[config.mk]
export PLATFORM = sky130hd
export DESIGN_NAME = rfi_queue
export DESIGN_NICKNAME = d
export VERILOG_FILES = /design/src/rtl/rfi_pkg.sv /design/src/rtl/rfi_queue.sv
export SDC_FILE = /design/constraint.sdc
export NUM_CORES = 1
export LEC_CHECK = 0
export BUFFER_PORTS_ARGS = -buffer_cell sky130_fd_sc_hd__buf_2
export CORE_UTILIZATION = 50
export CTS_CLUSTER_SIZE = 8
export DETAILED_ROUTE_END_ITERATION = 8
export PLACE_DENSITY = 0.77
export SETUP_SLACK_MARGIN = 0.02
export SLEW_MARGIN = 0
export SYNTH_ARGS = -nofsm -noshare
export SYNTH_HDL_FRONTEND = slang
export SYNTH_SLANG_ARGS = --single-unit
export TNS_END_PERCENT = 10
[constraint.sdc]
create_clock -name clk -period 21.6 [get_ports clk]
set_clock_uncertainty 0.2 [all_clocks]
set_input_delay 4.32 -clock clk [delete_from_list [all_inputs] [get_ports clk]]
set_output_delay 4.32 -clock clk [all_outputs]
set_load 0.01 [all_outputs]
[src/rtl/rfi_pkg.sv]
// rfi_pkg: shared types and constants for the ray/facet intersect block.
// No dependencies.
`default_nettype none
package rfi_pkg;
  localparam logic [1:0] MODE_START = 2'd0;
  localparam logic [1:0] MODE_END   = 2'd1;
  localparam logic [1:0] MODE_PLANE = 2'd2;
  localparam logic [1:0] MODE_EDGE  = 2'd3;
  localparam logic [16:0] NO_HIT    = 17'h10000;
  localparam int MIN_EDGES          = 3;
  // coordinates are Q23.8 throughout; the datapath never rescales them
  localparam int COORD_FRAC_BITS    = 8;

  // configuration register indexes
  localparam logic REG_EDGE_EPS     = 1'b0;
  localparam logic REG_SELF_MARGIN  = 1'b1;

  // queued word from front to back
  typedef struct packed {
    logic [1:0]         mode;
    logic signed [31:0] vx;
    logic signed [31:0] vy;
    logic signed [31:0] vz;
    logic signed [31:0] vw;
    logic [2:0]         edge_count;
    logic               see_through;
  } word_t;
endpackage
`default_nettype wire

[src/rtl/rfi_queue.sv]
// rfi_queue: two-entry word queue between front and back.
// Depends on rfi_pkg.
`default_nettype none
module rfi_queue (
  input  wire logic           clk,
  input  wire logic           rst,
  input  wire logic           in_valid,
  output logic                in_stall,
  input  wire rfi_pkg::word_t in_word,
  output logic                out_valid,
  input  wire logic           out_take,
  output rfi_pkg::word_t      out_word
);
  import rfi_pkg::*;
  word_t mem [2];
  logic rd, wr;
  logic [1:0] cnt;
  assign in_stall  = cnt == 2'd2;
  assign out_valid = cnt != 2'd0;
  assign out_word  = mem[rd];
  always_ff @(posedge clk) begin
    if (rst) begin
      rd <= 1'b0; wr <= 1'b0; cnt <= 2'd0;
    end else begin
      if (in_valid && !in_stall) begin
        mem[wr] <= in_word;
        wr <= !wr;
      end
      if (out_take && out_valid) rd <= !rd;
      cnt <= cnt + 2'(in_valid && !in_stall) - 2'(out_take && out_valid);
    end
  end
endmodule
`default_nettype wire

* Word-level counts from Yosys, hierarchy flattened
Memories as Yosys holds them, arrays and structs flattened. A register that Yosys moved wholly into a read port is not among the register bits.
Cells that the tools add are included.
W data, S select, Z words.
** Word-level totals
- RAM bits :: 268
- Memories :: 1
- Word-level logic and storage cells :: 18
- Input bits :: 138
- Register bits :: 4
** Operators by class
- Reduce and logical (&&, ||, !) cells :: 6
- Add/sub/neg operators :: 2
- Equal/unequal tests :: 1
- Mux-type cells :: 5
** Memory list
- mem :: words 2, bits a word 134, read ports 1, clocked after memory_dff 1, wr ports 1, RTL line rfi_queue.sv:15 : word_t mem [2];
** Operators with widths (number)
- $mux W1 :: 5
- $logic_not A1 Y1 :: 3
- $add A2 B1 Y2 :: 1
- $eq A2 B2 Y1 const B :: 1
- $logic_and A1 B1 Y1 :: 2
- $reduce_bool A2 Y1 :: 1
- $sub A2 B1 Y2 :: 1

* Depth between registers and ports, before layout
- Word-level depth :: 6
- Depth in mapped cells :: 8

* Worst setup path after synthesis
No wires, ideal clock.
- Kind :: input to register
- Start point :: in in_valid
- End point :: mem mem[1][0] (netlist bit), enable pin
- Library setup time :: 0.822 ns
- Arrival :: 14.058 ns
- Slack :: 6.520 ns
- Data required time :: 20.578 ns
- Buffers on the path :: 0
- Stages on the path :: 2
- Cell sequence :: nand2b_4 nor3b_1
** On the way
- Cells in the longest elaborated chain, start to end :: 4
** Ends and longest elaborated chain
- start: declaration :: RTL line rfi_queue.sv:7 : input wire logic in_valid,
- $logic_and A1 B1 Y1 :: RTL line rfi_queue.sv:25 : if (in_valid && !in_stall) begin
- $mux W1 :: RTL line rfi_queue.sv:25
- $mux W1 :: RTL line rfi_queue.sv:22 : if (rst) begin
- $mux W1 (not written as such) :: RTL line rfi_queue.sv:26 : mem[wr] <= in_word;
- end: declaration :: RTL line rfi_queue.sv:15
Every way passes these cells.

==> impl_results.md <==
- Maximum clock path buffer count: 3
- Synth warn: 0
- Fin. max-slew vios: 0
- First DRT Iteration DRCs: between 200 and 250
- Grt total ovfl: 0
- FP Rows: 51
- Total GRT Usage: 0.179
- Min-delay src: rd
- CTS resizes: 0
- Final setup viols: 0
- Post-synthesis net count: about 580
- F_max: 140 MHz
- Setup Buffers After CTS: 0
- DRC violations left: 0
- CTS tree: done
- Clock sinks: around 270
- Delay-heaviest family, CP: buffers and inverters
- Max-cap violations: 0
- Hpwl dp: 12.4 mm
- # hold bufs at CTS: 0
- Via count: 5,163
- Core area: 19,700 um^2
- R2R cell count: 4
- Mean post-synth cell area: around 23 um^2
- Seq pwr share: 0.439
- CP cell instances: buf_4 -> mux2_2 -> buf_2
- Power Density: 116 nW/um^2
- Chip width: 144 um
- Critical path depth in cells: 3
- Initial antenna violation count: 3
- GPL Wtd Cong: 0.778
- Die area: approximately 21,000 um^2
- Post-route cell area: 12,900 um^2
- Core Util, Final: 0.655
- Die H: 144 um
- Internal power: 1.13 mW
- CP Launch Type: register
- Cts bufs inserted: 40
- Slew headroom: 0.285
- CP peak stage delay: 0.76 ns
- Cells after synthesis: about 440
- Hold depth: 2
- Final Hold Viols: 0
- Lkg Pwr: 4.90 nW
- Vias in the first global route: 5,502
- Sequential area share after synthesis: 0.803
- Share of post-route cells with drive strength above 1: 0.606
- Slack of the critical path: 14.47 ns
- Starting Density: 0.516
- Reg2Reg Capture Point: mem[1][98]
- Placed Instance Area: 11,800 um^2
- Combinational share of power: 0.201
- Syn Std Cell Area: 10,100 um^2
- First-pass detailed-route iteration total: 4
- Peak supply drop: 0.0926 mV
- First-pass GRT wire length: 27.8 mm
- Port bufs: 273
- Crit path kind: reg -> out
- CP bufs+invs: 2
- Clk slew on worst S/H paths: 0.05 ns
- Leading area contributor after synthesis: edfxtp_1
- Switching part of the total power: 0.245
- Crit-path max FO: 59
- Final #Nets: 887
- Required @ worst endpoint: 17.08 ns
- Top cell type's share of synthesized area: 0.793
- Reg-to-reg critical path startpoint: cnt[1]
- Syn-to-layout area delta: 26.8%
- Setup TNS: 0 ns
- Routed wire length: 19.2 mm
- Outcome: completed
- Drt wl/cell: 18.6 um
- Class of the worst hold path: reg -> reg
- Placed Cells incl. Taps: between 900 and 1,000
- Final non-filler cell total: about 1,000
- Clock power share: 0.360
- Ports: 274
- Cell variety after synth: 18
- Max H-tree Level: 2
- Slew @ Worst Pin: roughly 1.1 ns
- Sw power: around 370 uW
- Worst Hold Slack: roughly 0.32 ns
- R2R Setup Slk: 19.24 ns
- Final ANT Viol Nets: 0
- Min Tclk post-route: 7.13 ns
- Critical Path End Type: output port
- Main area contributors after synthesis: edfxtp_1 (79%), mux2_4 (8.9%), mux2_2 (8.3%), dfxtp_1 (0.99%), buf_6 (0.89%)
- CP max-delay cell: buf_4
- Worst-Skew Late Latency: 0.50 ns
- Post-DR vias/cell: 5.02
- Largest net degree at the start of global routing: 81
- DP Worst Slack: 14.96 ns
- RSZ-0062 raised after global routing: no
- CTS root buffer: clkbuf_16
- Synth Register Bits: between 200 and 300
- Tot Pwr: 1.50 mW
- Ratio of final minimum period to clock period: 0.330
- Data arrival, critical path: 2.61 ns
==> final cells by class <==
type / count / area (um^2)
diodes: 1 / 2.50
multi-input cells: 152 / 1880
repair buffers: 279 / 1410
flip-flops and latches: 273 / 8150
well taps: 265 / 332
fillers: 1365 / 6780
clock buffers: 56 / 1080
inverters: 1 / 3.75
clock inverters: 1 / 8.76
==> metal layers <==
metal	track usage	routed length, um
met5	0	28
met4	0.0637	437
met3	0.0682	1920
met2	0.306	9480
met1	0.205	7290
==> synth_stat cells, drive strengths merged <==
master	number
dfxtp	5
or2	1
buf	15
nor2b	3
nor3	1
xor2	1
edfxtp	268
ha	2
inv	1
xnor2	2
nor2	4
nand2b	1
nor3b	1
o21a	1
mux2	135
==> how the worst max path moves through the flow <==
stage,start,end,slack (ns)
global placement,register,out_word[28],15.03
CTS,register,out_word[25],14.42
finish,register,out_word[25],14.47
floorplan,in_valid,mem[1][0],6.52
global route,register,out_word[25],14.34
detailed placement,register,out_word[25],14.96
==> worst min-delay path: cells and delay by family, from the launching register on <==
family	cells	cell delay, ns
xor gates and xnor gates	1	0.08
DFF	1	0.32
and+or+nand+nor	1	0.08
==> kinds of logic (layout without fill, tap and decap cells) <==
| logic type | Yosys count | in the layout | share of synthesized area |
|---|---|---|---|
| simple gates | 11 | 11 | 0.00678 |
| buf+inv | 16 | 337 | 0.0127 |
| compound gates | 1 | 1 | 0.000740 |
| flops | 273 | 273 | 0.803 |
| fa+ha+maj | 2 | 2 | 0.00247 |
| xor+xnor | 3 | 3 | 0.00259 |
| mux | 135 | 135 | 0.172 |
| other cells | 0 | 1 | 0 |
==> sequential cells by signal, indices dropped and copies added (netlist names), named ones only <==
signal  flops
cnt         2
mem       268
rd          1
wr          1
==> power groups by stage <==
stage	Combinational [mW]	Sequential (mW)	Clock (mW)
final	0.301	0.657	0.540
after global routing	0.325	0.661	0.574
after CTS	0.306	0.658	0.552
after detailed placement	0.304	0.667	0
after global placement	0.297	0.665	0
after floorplan	0.215	0.668	0
==> placed cells by master (no fill, tap or decap), types with 2 or more instances in the layout <==
master,netlist,layout
buf_2,7,273
buf_4,0,6
clkbuf_1,0,15
clkbuf_16,0,41
dfxtp_1,5,4
edfxtp_1,268,268
ha_1,2,2
mux2_2,75,75
mux2_4,60,60
nor2_1,4,4
nor2b_1,2,2
xnor2_1,2,2
Power figures use the tool's default switching activity.
